[config.mk]
export PLATFORM = sky130hd
export DESIGN_NAME = deadline_timer_queue
export DESIGN_NICKNAME = d
export VERILOG_FILES = /design/src/sv/dtq_pkg.sv /design/src/sv/dtq_ctrl.sv /design/src/sv/dtq_dp.sv /design/src/sv/deadline_timer_queue.sv
export SDC_FILE = /design/constraint.sdc
export NUM_CORES = 2
export LEC_CHECK = 0
export ABC_AREA = 0
export BUFFER_PORTS_ARGS = -buffer_cell sky130_fd_sc_hd__buf_2
export CAP_MARGIN = 20
export CORE_ASPECT_RATIO = 2
export CORE_UTILIZATION = 45
export CTS_BUF_LIST = sky130_fd_sc_hd__clkbuf_16
export DETAILED_ROUTE_END_ITERATION = 10
export SYNTH_ARGS = -nofsm -noshare
export SYNTH_HDL_FRONTEND = slang
export SYNTH_HIERARCHICAL = 1
export SYNTH_SLANG_ARGS = --single-unit
[constraint.sdc]
create_clock -name i_clk -period 27.3 [get_ports i_clk]
set_input_delay 4.095 -clock i_clk [delete_from_list [all_inputs] [get_ports i_clk]]
set_output_delay 4.095 -clock i_clk [all_outputs]
set_load 0.01 [all_outputs]
[src/sv/dtq_pkg.sv]
`timescale 1ns / 1ps
package dtq_pkg;

    localparam int CAPACITY = 16;
    localparam int IDX_W = (CAPACITY > 1) ? $clog2(CAPACITY) : 1;
    localparam int ID_W = 16;
    localparam int TIME_W = 63;
    localparam int CFG_W = 20;
    localparam logic [CFG_W-1:0] MIN_REARM_RESET = CFG_W'(100);
    localparam logic [IDX_W-1:0] LAST_IDX = IDX_W'(CAPACITY - 1);

    typedef logic [IDX_W-1:0] t_idx;
    typedef logic [TIME_W-1:0] t_time;

    typedef enum logic [1:0] {
        ACT_ADD    = 2'd0,
        ACT_CANCEL = 2'd1,
        ACT_TICK   = 2'd2,
        ACT_NOP    = 2'd3
    } t_action;

    typedef enum logic [1:0] {
        ST_OK        = 2'd0,
        ST_FULL      = 2'd1,
        ST_DUPLICATE = 2'd2,
        ST_NOT_FOUND = 2'd3
    } t_status;

    typedef enum logic [1:0] {
        S_IDLE,
        S_SCAN,
        S_DONE
    } t_state;

    typedef struct packed {
        logic accept;
        logic step;
        logic commit;
    } t_cmd;

    typedef struct packed {
        logic scan_last;
        logic out_free;
        logic more_due;
    } t_stat;

endpackage

[src/sv/dtq_ctrl.sv]
`timescale 1ns / 1ps
module dtq_ctrl (
    input  logic           i_clk,
    input  logic           i_rst_n,
    input  logic           i_in_valid,
    input  dtq_pkg::t_stat i_stat,
    output dtq_pkg::t_cmd  o_cmd,
    output logic           o_in_stall
);
    import dtq_pkg::*;

    t_state r_state;
    t_state n_state;

    always_ff @(posedge i_clk) begin
        if (!i_rst_n) begin
            r_state <= S_IDLE;
        end else begin
            r_state <= n_state;
        end
    end

    always_comb begin
        n_state = r_state;
        case (r_state)
            S_IDLE: begin
                if (i_in_valid) begin
                    n_state = S_SCAN;
                end
            end
            S_SCAN: begin
                if (i_stat.scan_last) begin
                    n_state = S_DONE;
                end
            end
            S_DONE: begin
                if (i_stat.out_free) begin
                    n_state = i_stat.more_due ? S_SCAN : S_IDLE;
                end
            end
            default: n_state = S_IDLE;
        endcase
    end

    always_comb begin
        o_cmd = '0;
        o_in_stall = 1'b1;
        case (r_state)
            S_IDLE: begin
                o_in_stall = 1'b0;
                o_cmd.accept = i_in_valid;
            end
            S_SCAN: o_cmd.step = 1'b1;
            S_DONE: o_cmd.commit = i_stat.out_free;
            default: o_in_stall = 1'b1;
        endcase
    end

endmodule

[src/sv/dtq_dp.sv]
`timescale 1ns / 1ps
module dtq_dp (
    input  logic                         i_clk,
    input  logic                         i_rst_n,
    input  dtq_pkg::t_cmd                i_cmd,
    output dtq_pkg::t_stat               o_stat,
    input  logic                         i_cfg_wr_en,
    input  logic [dtq_pkg::CFG_W-1:0]    i_cfg_wr_data,
    input  logic [1:0]                   i_action,
    input  logic [dtq_pkg::ID_W-1:0]     i_timer_id,
    input  logic [dtq_pkg::TIME_W-1:0]   i_expiry_time,
    input  logic [dtq_pkg::TIME_W-1:0]   i_repeat_interval,
    input  logic [dtq_pkg::TIME_W-1:0]   i_now_time,
    output logic                         o_out_valid,
    input  logic                         i_out_stall,
    output logic [1:0]                   o_status,
    output logic                         o_expired_valid,
    output logic [dtq_pkg::ID_W-1:0]     o_expired_id,
    output logic                         o_last,
    output logic                         o_rearm_valid,
    output logic [dtq_pkg::TIME_W-1:0]   o_rearm_delay
);
    import dtq_pkg::*;

    logic [CFG_W-1:0]  r_min_rearm;
    logic [CAPACITY-1:0] r_valid;
    logic [ID_W-1:0]   r_id [CAPACITY];
    t_time             r_dl [CAPACITY];
    t_time             r_per [CAPACITY];

    t_action           r_act;
    logic [ID_W-1:0]   r_req_id;
    t_time             r_req_exp;
    t_time             r_req_per;
    t_time             r_req_now;

    t_idx              r_idx;
    logic              r_match;
    t_idx              r_match_slot;
    logic              r_free;
    t_idx              r_free_slot;
    logic              r_earliest;
    logic              r_due;
    logic              r_due2;
    t_idx              r_due_slot;
    t_time             r_due_dl;
    logic [ID_W-1:0]   r_due_id;
    t_time             r_due_per;
    logic              r_any;
    t_time             r_min_dl;

    logic              r_out_valid;
    logic [1:0]        r_status;
    logic              r_exp_valid;
    logic [ID_W-1:0]   r_exp_id;
    logic              r_last;
    logic              r_rearm_valid;
    t_time             r_rearm_delay;

    logic              s_v;
    logic [ID_W-1:0]   s_id;
    t_time             s_dl;
    logic [TIME_W:0]   sum;
    t_time             resched;
    t_time             next_min;

    function automatic t_time clamp(input t_time dl, input t_time now,
                                    input logic [CFG_W-1:0] lo);
        t_time d;
        d = (dl > now) ? dl - now : '0;
        if (d < TIME_W'(lo)) begin
            d = TIME_W'(lo);
        end
        return d;
    endfunction

    assign s_v  = r_valid[r_idx];
    assign s_id = r_id[r_idx];
    assign s_dl = r_dl[r_idx];
    assign sum  = {1'b0, r_req_now} + {1'b0, r_due_per};
    assign resched = sum[TIME_W] ? '1 : sum[TIME_W-1:0];
    assign next_min = (r_due_per != '0 && (!r_any || resched < r_min_dl)) ? resched : r_min_dl;

    assign o_stat.scan_last = (r_idx == LAST_IDX);
    assign o_stat.out_free  = !r_out_valid || !i_out_stall;
    assign o_stat.more_due  = (r_act == ACT_TICK) && r_due && r_due2;

    always_ff @(posedge i_clk) begin
        if (!i_rst_n) begin
            r_min_rearm <= MIN_REARM_RESET;
        end else if (i_cfg_wr_en) begin
            r_min_rearm <= i_cfg_wr_data;
        end
    end

    always_ff @(posedge i_clk) begin
        if (i_cmd.accept) begin
            r_act     <= t_action'(i_action);
            r_req_id  <= i_timer_id;
            r_req_exp <= i_expiry_time;
            r_req_per <= i_repeat_interval;
            r_req_now <= i_now_time;
        end
    end

    always_ff @(posedge i_clk) begin
        if (i_cmd.accept || i_cmd.commit) begin
            r_idx      <= '0;
            r_match    <= 1'b0;
            r_free     <= 1'b0;
            r_earliest <= 1'b1;
            r_due      <= 1'b0;
            r_due2     <= 1'b0;
            r_any      <= 1'b0;
        end else if (i_cmd.step) begin
            r_idx <= r_idx + IDX_W'(1);
            if (s_v && s_id == r_req_id && !r_match) begin
                r_match      <= 1'b1;
                r_match_slot <= r_idx;
            end
            if (!s_v && !r_free) begin
                r_free      <= 1'b1;
                r_free_slot <= r_idx;
            end
            if (s_v && s_dl <= r_req_exp) begin
                r_earliest <= 1'b0;
            end
            if (s_v && s_dl <= r_req_now && r_due) begin
                r_due2 <= 1'b1;
            end
            if (s_v && s_dl <= r_req_now && (!r_due || s_dl < r_due_dl
                    || (s_dl == r_due_dl && s_id < r_due_id))) begin
                r_due      <= 1'b1;
                r_due_slot <= r_idx;
                r_due_dl   <= s_dl;
                r_due_id   <= s_id;
                r_due_per  <= r_per[r_idx];
            end
            if (s_v && s_dl > r_req_now && (!r_any || s_dl < r_min_dl)) begin
                r_any    <= 1'b1;
                r_min_dl <= s_dl;
            end
        end
    end

    always_ff @(posedge i_clk) begin
        if (!i_rst_n) begin
            r_valid <= '0;
        end else if (i_cmd.commit) begin
            case (r_act)
                ACT_ADD: begin
                    if (!r_match && r_free) begin
                        r_valid[r_free_slot] <= 1'b1;
                    end
                end
                ACT_CANCEL: begin
                    if (r_match) begin
                        r_valid[r_match_slot] <= 1'b0;
                    end
                end
                ACT_TICK: begin
                    if (r_due && r_due_per == '0) begin
                        r_valid[r_due_slot] <= 1'b0;
                    end
                end
                default: r_valid <= r_valid;
            endcase
        end
    end

    always_ff @(posedge i_clk) begin
        if (i_cmd.commit) begin
            if (r_act == ACT_ADD && !r_match && r_free) begin
                r_id[r_free_slot]  <= r_req_id;
                r_dl[r_free_slot]  <= r_req_exp;
                r_per[r_free_slot] <= r_req_per;
            end else if (r_act == ACT_TICK && r_due && r_due_per != '0) begin
                r_dl[r_due_slot] <= resched;
            end
        end
    end

    always_ff @(posedge i_clk) begin
        if (!i_rst_n) begin
            r_out_valid <= 1'b0;
        end else if (i_cmd.commit) begin
            r_out_valid <= 1'b1;
        end else if (!i_out_stall) begin
            r_out_valid <= 1'b0;
        end
    end

    always_ff @(posedge i_clk) begin
        if (i_cmd.commit) begin
            r_status      <= ST_OK;
            r_exp_valid   <= 1'b0;
            r_exp_id      <= '0;
            r_last        <= 1'b1;
            r_rearm_valid <= 1'b0;
            r_rearm_delay <= '0;
            case (r_act)
                ACT_ADD: begin
                    if (r_match) begin
                        r_status <= ST_DUPLICATE;
                    end else if (!r_free) begin
                        r_status <= ST_FULL;
                    end else if (r_earliest) begin
                        r_rearm_valid <= 1'b1;
                        r_rearm_delay <= clamp(r_req_exp, r_req_now, r_min_rearm);
                    end
                end
                ACT_CANCEL: begin
                    if (!r_match) begin
                        r_status <= ST_NOT_FOUND;
                    end
                end
                ACT_TICK: begin
                    if (r_due) begin
                        r_exp_valid <= 1'b1;
                        r_exp_id    <= r_due_id;
                        r_last      <= !r_due2;
                        if (!r_due2 && (r_any || r_due_per != '0)) begin
                            r_rearm_valid <= 1'b1;
                            r_rearm_delay <= clamp(next_min, r_req_now, r_min_rearm);
                        end
                    end else if (r_any) begin
                        r_rearm_valid <= 1'b1;
                        r_rearm_delay <= clamp(r_min_dl, r_req_now, r_min_rearm);
                    end
                end
                default: r_status <= ST_OK;
            endcase
        end
    end

    assign o_out_valid     = r_out_valid;
    assign o_status        = r_status;
    assign o_expired_valid = r_exp_valid;
    assign o_expired_id    = r_exp_id;
    assign o_last          = r_last;
    assign o_rearm_valid   = r_rearm_valid;
    assign o_rearm_delay   = r_rearm_delay;

endmodule

[src/sv/deadline_timer_queue.sv]
`timescale 1ns / 1ps
// Add, cancel and no-op requests: one result, registered after a table scan and a commit.
// Tick requests: a table scan plus a commit per result, giving max(k, 1) results
// for k expired timers, the final one marked by o_last.
// One request at a time; a commit waits while a stall holds the result register,
// and the next request can be taken in the cycle after the final result is registered.
// Synchronous active-low reset empties the table and sets the minimum delay to 100.
module deadline_timer_queue (
    input  logic                         i_clk,
    input  logic                         i_rst_n,
    input  logic                         i_cfg_wr_en,
    input  logic [dtq_pkg::CFG_W-1:0]    i_cfg_wr_data,
    input  logic                         i_in_valid,
    output logic                         o_in_stall,
    input  logic [1:0]                   i_action,
    input  logic [dtq_pkg::ID_W-1:0]     i_timer_id,
    input  logic [dtq_pkg::TIME_W-1:0]   i_expiry_time,
    input  logic [dtq_pkg::TIME_W-1:0]   i_repeat_interval,
    input  logic [dtq_pkg::TIME_W-1:0]   i_now_time,
    output logic                         o_out_valid,
    input  logic                         i_out_stall,
    output logic [1:0]                   o_status,
    output logic                         o_expired_valid,
    output logic [dtq_pkg::ID_W-1:0]     o_expired_id,
    output logic                         o_last,
    output logic                         o_rearm_valid,
    output logic [dtq_pkg::TIME_W-1:0]   o_rearm_delay
);
    import dtq_pkg::*;

    t_cmd  cmd;
    t_stat stat;

    dtq_ctrl u_ctrl (
        .i_clk      (i_clk),
        .i_rst_n    (i_rst_n),
        .i_in_valid (i_in_valid),
        .i_stat     (stat),
        .o_cmd      (cmd),
        .o_in_stall (o_in_stall)
    );

    dtq_dp u_dp (
        .i_clk             (i_clk),
        .i_rst_n           (i_rst_n),
        .i_cmd             (cmd),
        .o_stat            (stat),
        .i_cfg_wr_en       (i_cfg_wr_en),
        .i_cfg_wr_data     (i_cfg_wr_data),
        .i_action          (i_action),
        .i_timer_id        (i_timer_id),
        .i_expiry_time     (i_expiry_time),
        .i_repeat_interval (i_repeat_interval),
        .i_now_time        (i_now_time),
        .o_out_valid       (o_out_valid),
        .i_out_stall       (i_out_stall),
        .o_status          (o_status),
        .o_expired_valid   (o_expired_valid),
        .o_expired_id      (o_expired_id),
        .o_last            (o_last),
        .o_rearm_valid     (o_rearm_valid),
        .o_rearm_delay     (o_rearm_delay)
    );

endmodule

== Word level (Yosys, flattened, before mapping) ==
Memory sizes are Yosys's and may differ from the RTL's. A register that Yosys moved wholly into a read port is not among the register bits.
Cells that the tools add are included.
Word-level totals
  bits in registers: 494
  memory bits (writable): 2272
  bits of input ports: 232
  logic and storage cells: 196
  memories kept: 3
Cells by class
  add/sub/neg operators: 5
  magnitude comparators: 20
  eq/ne operators: 14
  muxes and demuxes: 64
  bitwise logic cells: 6
  reductions and logical operators: 56
Memory list
  u_dp.r_dl: words 16, bits a word 63, rd ports 1, clocked after Yosys merged registers in 1, write ports 1, line dtq_dp.sv:28  | t_time r_dl [CAPACITY];
  u_dp.r_per: words 16, bits a word 63, rd ports 1, clocked after Yosys merged registers in 1, write ports 1, line dtq_dp.sv:29  | t_time r_per [CAPACITY];
  u_dp.r_id: words 16, bits a word 16, rd ports 1, clocked after Yosys merged registers in 1, write ports 1, line dtq_dp.sv:27  | logic [ID_W-1:0] r_id [CAPACITY];
Operators with widths (number)
  $mux 63: 15
  $gt 63x63->1: 4
  $lt 63x20->1: 3
  $lt 63x63->1: 3
  $sub 63x63->63: 3
  $le 63x63->1: 2
  $pmux 63 s2: 1
  $add 63x63->64: 1
  $eq 63x63->1: 1
  $logic_not 63->1: 1
  $reduce_bool 63->1: 1
  $reduce_or 63->1: 1
  $mux 16: 3
  $pmux 16 s3: 1
  $and 16x16->16: 2
  $not 16->16: 2
  $mux 1: 27
  $logic_and 1x1->1: 22
  $lt 4x5->1 const B: 4
  $mux 4: 5
  $eq 16x16->1: 1
  $lt 16x16->1: 1
  $or 16x16->16: 1
  $reduce_and 3->1: 5
  other kinds (20): 55

== Depth between registers and ports, before layout ==
  depth after elaboration: 13
  mapped depth: 57

== Cells and area by module ==
Netlist, hierarchy kept.
Modules (own cells, without submodules)
  dtq_dp: instances 1, cells each 8651, area each 134038.6 sq um, seq. area each 84501.0 sq um
  dtq_ctrl: instances 1, cells each 14, area each 122.6 sq um, seq. area each 40.0 sq um

== Worst setup path before layout ==
No wires, ideal clock.
  path kind: input to register
  start: input i_in_valid
  end: register u_dp.r_due_dl[0], enable pin
  arrival: 18752 ps
  required time: 26387 ps
  slack: 7635 ps
  stages on the path: 5
  buffers on the path: 0
  cell sequence: inv_1 -> nor2_1 -> nor2_1 -> nand3_1 -> a311oi_1
RTL lines
  start: declaration: line deadline_timer_queue.sv:13  | input logic i_in_valid,
  end signal: assignment: line dtq_dp.sv:135  | r_due_dl <= s_dl;
  end: declaration: line dtq_dp.sv:46  | t_time r_due_dl;

== Worst setup path in the final report ==
  start: register u_dp.r_req_now[0]
  end: register u_dp.r_rearm_delay[7], in the netlist u_dp/o_rearm_delay[7] (data pin)
On the way
  cells in the longest elaborated chain, start to end: 13
  elaborated cells on any way between the ends: 28
Ends and longest elaborated chain
  start: declaration: line dtq_dp.sv:35  | t_time r_req_now;
  start signal: assignment: line dtq_dp.sv:102  | r_req_now <= i_now_time;
  $add 63x63->64: line dtq_dp.sv:80  | assign sum = {1'b0, r_req_now} + {1'b0, r_due_per};
  $mux 63: line dtq_dp.sv:81  | assign resched = sum[TIME_W] ? '1 : sum[TIME_W-1:0];
  $lt 63x63->1: line dtq_dp.sv:82  | assign next_min = (r_due_per != '0 && (!r_any || resched < r_min_dl)) ? resched : r_min_dl;
  $logic_or 1x1->1: line dtq_dp.sv:82
  $logic_and 1x1->1: line dtq_dp.sv:82
  $mux 63: line dtq_dp.sv:82
  $sub 63x63->63 or $gt 63x63->1 (tied branches): line dtq_dp.sv:70  | d = (dl > now) ? dl - now : '0;
  $mux 63: line dtq_dp.sv:70
  $lt 63x20->1: line dtq_dp.sv:71  | if (d < TIME_W'(lo)) begin
  $mux 63: line dtq_dp.sv:71
  $mux 63: line dtq_dp.sv:222  | if (!r_due2 && (r_any || r_due_per != '0)) begin
  $mux 63: line dtq_dp.sv:218  | if (r_due) begin
  $pmux 63 s2 *: line dtq_dp.sv:201  | case (r_act)
  end signal: assignment: line dtq_dp.sv:209  | r_rearm_delay <= clamp(r_req_exp, r_req_now, r_min_rearm);
  end signal: assignment: line dtq_dp.sv:224  | r_rearm_delay <= clamp(next_min, r_req_now, r_min_rearm);
  end signal: assignment: line dtq_dp.sv:228  | r_rearm_delay <= clamp(r_min_dl, r_req_now, r_min_rearm);
  end: declaration: line dtq_dp.sv:58  | t_time r_rearm_delay;
Mark *: on every way between the ends. The rest lies on a longest branch, timed or not.
A chain may end at the register's enable or synchronous reset.

==> out/qor.txt <==
Status - completed
Starting Density - 45.2%
Worst Max-Slew Pin Slew - 1.29 ns
Final #Nets - 9965
Post CTS Setup Buffer Count - 0
Min Clock Period, post-route - 15.73 ns
XOR/XNOR Fraction of Synth Area - 1.36%
Core ar. - 0.297 sq mm
Flop pwr share - 47.0%
Slew HR - 13.6%
Final Cycle Share - 57.6%
Reg2reg path depth - 48
Final Hold Vio Count - 0
# hold bufs at CTS - 0
Main synth FF type - edfxtp_1
Skew-Pair Late Insertion Delay - 0.97 ns
First drt pass iteration count - 6
Highest fanout seen on the critical path - 61
CP arrival - 16.45 ns
CTS tree - built
EDFF count, synth - 2780
Post-cts resize count - 0
Worst setup SP type - flip-flop
Total CTS buffers - 249
Flops & latches, synth - 2833
Port-buffer cells - 317
RSZ-0062 raised after global routing - no
Yosys top cell by area - edfxtp_1
Yosys warns - 6
Clk pwr share - 33.4%
DRC violations left - 0
Mean routed wirelength per cell - 39.7 microns
Int Pwr - 7.46 mW
Synth async-reset ratio - 0%
Root Driver - clkbuf_16
Gr ovfl total - 0
Routed Antenna Nets - 0
Longest Clk Path Bufs - 4
F_max - 0.0636 GHz
Pwr/cell area - 70.0 mW/mm^2
I/O pins - 318
Switching pwr - 2.99 mW
Clk sink count - 2833
HP Class - flip-flop to flip-flop
Initial antenna violation count - 61
Vias in the first global route - 85.8k
Post-synth design cell area - 0.134 sq mm
Met2 WL - 268000 microns
VDD IR max - 0.0760 mV
Final setup vio count - 0
Mapped Nets - 9543
Synth Area in Simple Gates - 6.40%
Setup TNS - 0 ns
Area of the multi-input gates - 0.0473 sq mm
Top post-synthesis cells by area - edfxtp_1 (62%), mux4_2 (12%), ha_1 (6.0%)
Post-DP HPWL - 383000 microns
Vias per std cell - 6.47
Chip height - 774 microns
Worst Skew - 0.130 ns
Fill cells - 24.9k
First-pass GRT wire length - 710000 microns
FP Rows - 283
Synth Area in Compound Gates - 8.00%
Synth top area share - 62.2%
Register area - 0.0846 sq mm
RePlAce Congestion - 1.05
Clock slew at reported path FFs - 0.08 ns
Largest family of logic cells by synthesized area - multiplexers
Worst hold stages - 2
Uppermost routed layer - met5
Share of cells above drive strength 1 - 19.7%
Setup CP Type - flip-flop to flip-flop
WP data required - 28.02 ns
Max stage delay on crit path - 0.92 ns
Layout area overhead - 11.3%
Routed met1 length - 173000 microns
Sw frac - 28.6%
Gate power share - 19.6%
Critical path's slowest cell - o21ai_0
Total number of vias - 85.4k
Total Wirelength - 524000 microns
Leakage - 50.9 nW
Die Area - 0.300 sq mm
Netlist cell types - 105
Max-slew violation count - 0
DRT iter0 DRCs - 7900
Seq/Total Area, Yosys - 63.0%
Chip width - 388 microns
CTS H-tree depth - 4
Total global-route track usage - 34.6%
Max cap viols - 0
Routed wl met3 - 28800 microns
Avg Cell Area, Syn - 15.5 sq um
Mux cell area share after synthesis - 13.1%
Final core occ - 50.3%
Synth Instances - 8665
Adder-cell share of the synthesized area - 6.05%
CP Capture Type - flip-flop
Pin count of the biggest net entering global routing - 125
state kept, by name, indices dropped and copies added (netlist names), 20 cells and up, named ones only:
name / flops
u_dp/o_rearm_delay: 63
u_dp/r_req_now: 63
u_dp/r_id: 256
u_dp/r_due_per: 63
u_dp/r_dl: 1008
u_dp/r_req_exp: 63
u_dp/r_per: 1008
u_dp/r_min_dl: 63
u_dp/r_min_rearm: 20
u_dp/r_req_per: 63
u_dp/r_due_dl: 63
worst max-delay path: cells and delay by family, from the launching register on:
family / cells / cell delay [ns]
AOI/OAI and AO/OA: 25 / 7.50
and+or+nand+nor: 13 / 3.89
adders and majority gates: 5 / 1.76
buffers and inverters: 3 / 1.18
DFF: 1 / 0.55
muxes: 1 / 0.42
xor gates and xnor gates: 1 / 0.16
cells in the mapped netlist (32+ instances only):
master	number
xor2_1	104
nand4_1	180
buf_2	34
clkbuf_1	262
mux2_2	83
a221oi_1	34
o211ai_1	41
nor4_1	76
o2111ai_1	32
nand2b_1	67
a211oi_1	33
o21bai_1	46
xnor2_1	105
ha_1	642
buf_1	67
nor2b_1	108
inv_1	356
a21oi_1	461
a21o_1	224
o22ai_1	34
and3_1	58
nand2_1	468
a31oi_1	50
o21a_1	64
nor3_1	87
o21ai_1	37
and2_1	63
nand3_1	104
mux4_2	715
edfxtp_1	2780
nor2_1	389
mux2i_1	52
o21ai_0	389
dfxtp_1	53
per-stage QoR:
step	setup WS, ns	cells	hold WS (ns)	cell area [sq um]	power [mW]
global placement	11.75	12670	0.452	141000	7.01
global route	11.41	13177	0.504	149000	10.7
floorplan	7.64	8665	0.431	134000	6.22
detailed placement	12.06	12678	0.459	141000	7.02
CTS	11.99	13128	0.477	149000	10.5
finish	11.57	13195	0.474	149000	10.5
routing by layer:
metal | GRT usage (%) | vias up
met2 | 60.8 | 3916
met1 | 36.6 | 44429
met5 | 0 | -
li1 | - | 35567
met4 | 29.1 | 30
met3 | 4.88 | 1416
layout by cell type (no fill, tap or decap), types with 62 or more instances in the layout:
cell | synthesis | routed
nor3_1 | 87 | 85
mux4_2 | 715 | 715
nand4_1 | 180 | 180
and2_1 | 63 | 63
xor2_1 | 104 | 104
diode_2 | 0 | 62
a21oi_1 | 461 | 460
nor2_1 | 389 | 351
buf_2 | 34 | 320
clkbuf_16 | 0 | 250
edfxtp_1 | 2780 | 2780
inv_1 | 356 | 387
nand2_1 | 468 | 467
buf_4 | 2 | 213
xnor2_1 | 105 | 104
nand2b_1 | 67 | 67
o21a_1 | 64 | 63
mux2_2 | 83 | 83
ha_1 | 642 | 642
nor4_1 | 76 | 72
o21ai_0 | 389 | 369
nand3_1 | 104 | 104
nor2b_1 | 108 | 108
a21o_1 | 224 | 224
cells by family (layout without fill, tap and decap cells):
| kind of cell | count (synthesis) | in the layout |
|---|---|---|
| buf+inv | 724 | 1345 |
| compound gates | 1675 | 1675 |
| flops | 2833 | 2833 |
| mux | 851 | 851 |
| other cells | 0 | 62 |
| simple gates | 1727 | 1727 |
| xor+xnor | 209 | 209 |
| fa+ha+maj | 646 | 646 |
path summary, 6_finish.rpt:
| kind | from | to | slack (ns) |
|---|---|---|---|
| worst max-delay path | u_dp/r_req_now[0]$_DFFE_PP_ | u_dp/o_rearm_delay[7]$_DFFE_PP_ | 11.57 |
| worst min-delay path | u_dp/r_valid[5]$_SDFFE_PN0P_ | u_dp/r_valid[5]$_SDFFE_PN0P_ | 0.47 |
| worst min register to register | u_dp/r_valid[5]$_SDFFE_PN0P_ | u_dp/r_valid[5]$_SDFFE_PN0P_ | 0.47 |
| worst max register to register | u_dp/r_req_now[0]$_DFFE_PP_ | u_dp/o_rearm_delay[7]$_DFFE_PP_ | 11.57 |
power by group through the flow:
stage | clock (mW) | combinational (mW) | sequential [mW]
finish | 3.50 | 2.05 | 4.91
global route | 3.69 | 2.14 | 4.91
CTS | 3.55 | 2.03 | 4.91
detailed placement | 0 | 2.02 | 5.01
global placement | 0 | 2.00 | 5.00
floorplan | 0 | 1.28 | 4.94
cell type report:
class | instances | share of cell area, %
antenna | 62 | 0.104
clock buffer | 250 | 4.19
clock inverter | 200 | 1.10
inverter | 356 | 0.895
multi-input combinational | 5108 | 31.6
sequential | 2833 | 56.6
tap | 3847 | 3.22
timing repair buffer | 539 | 2.21
Note: power is estimated with default switching activity, not from simulation.
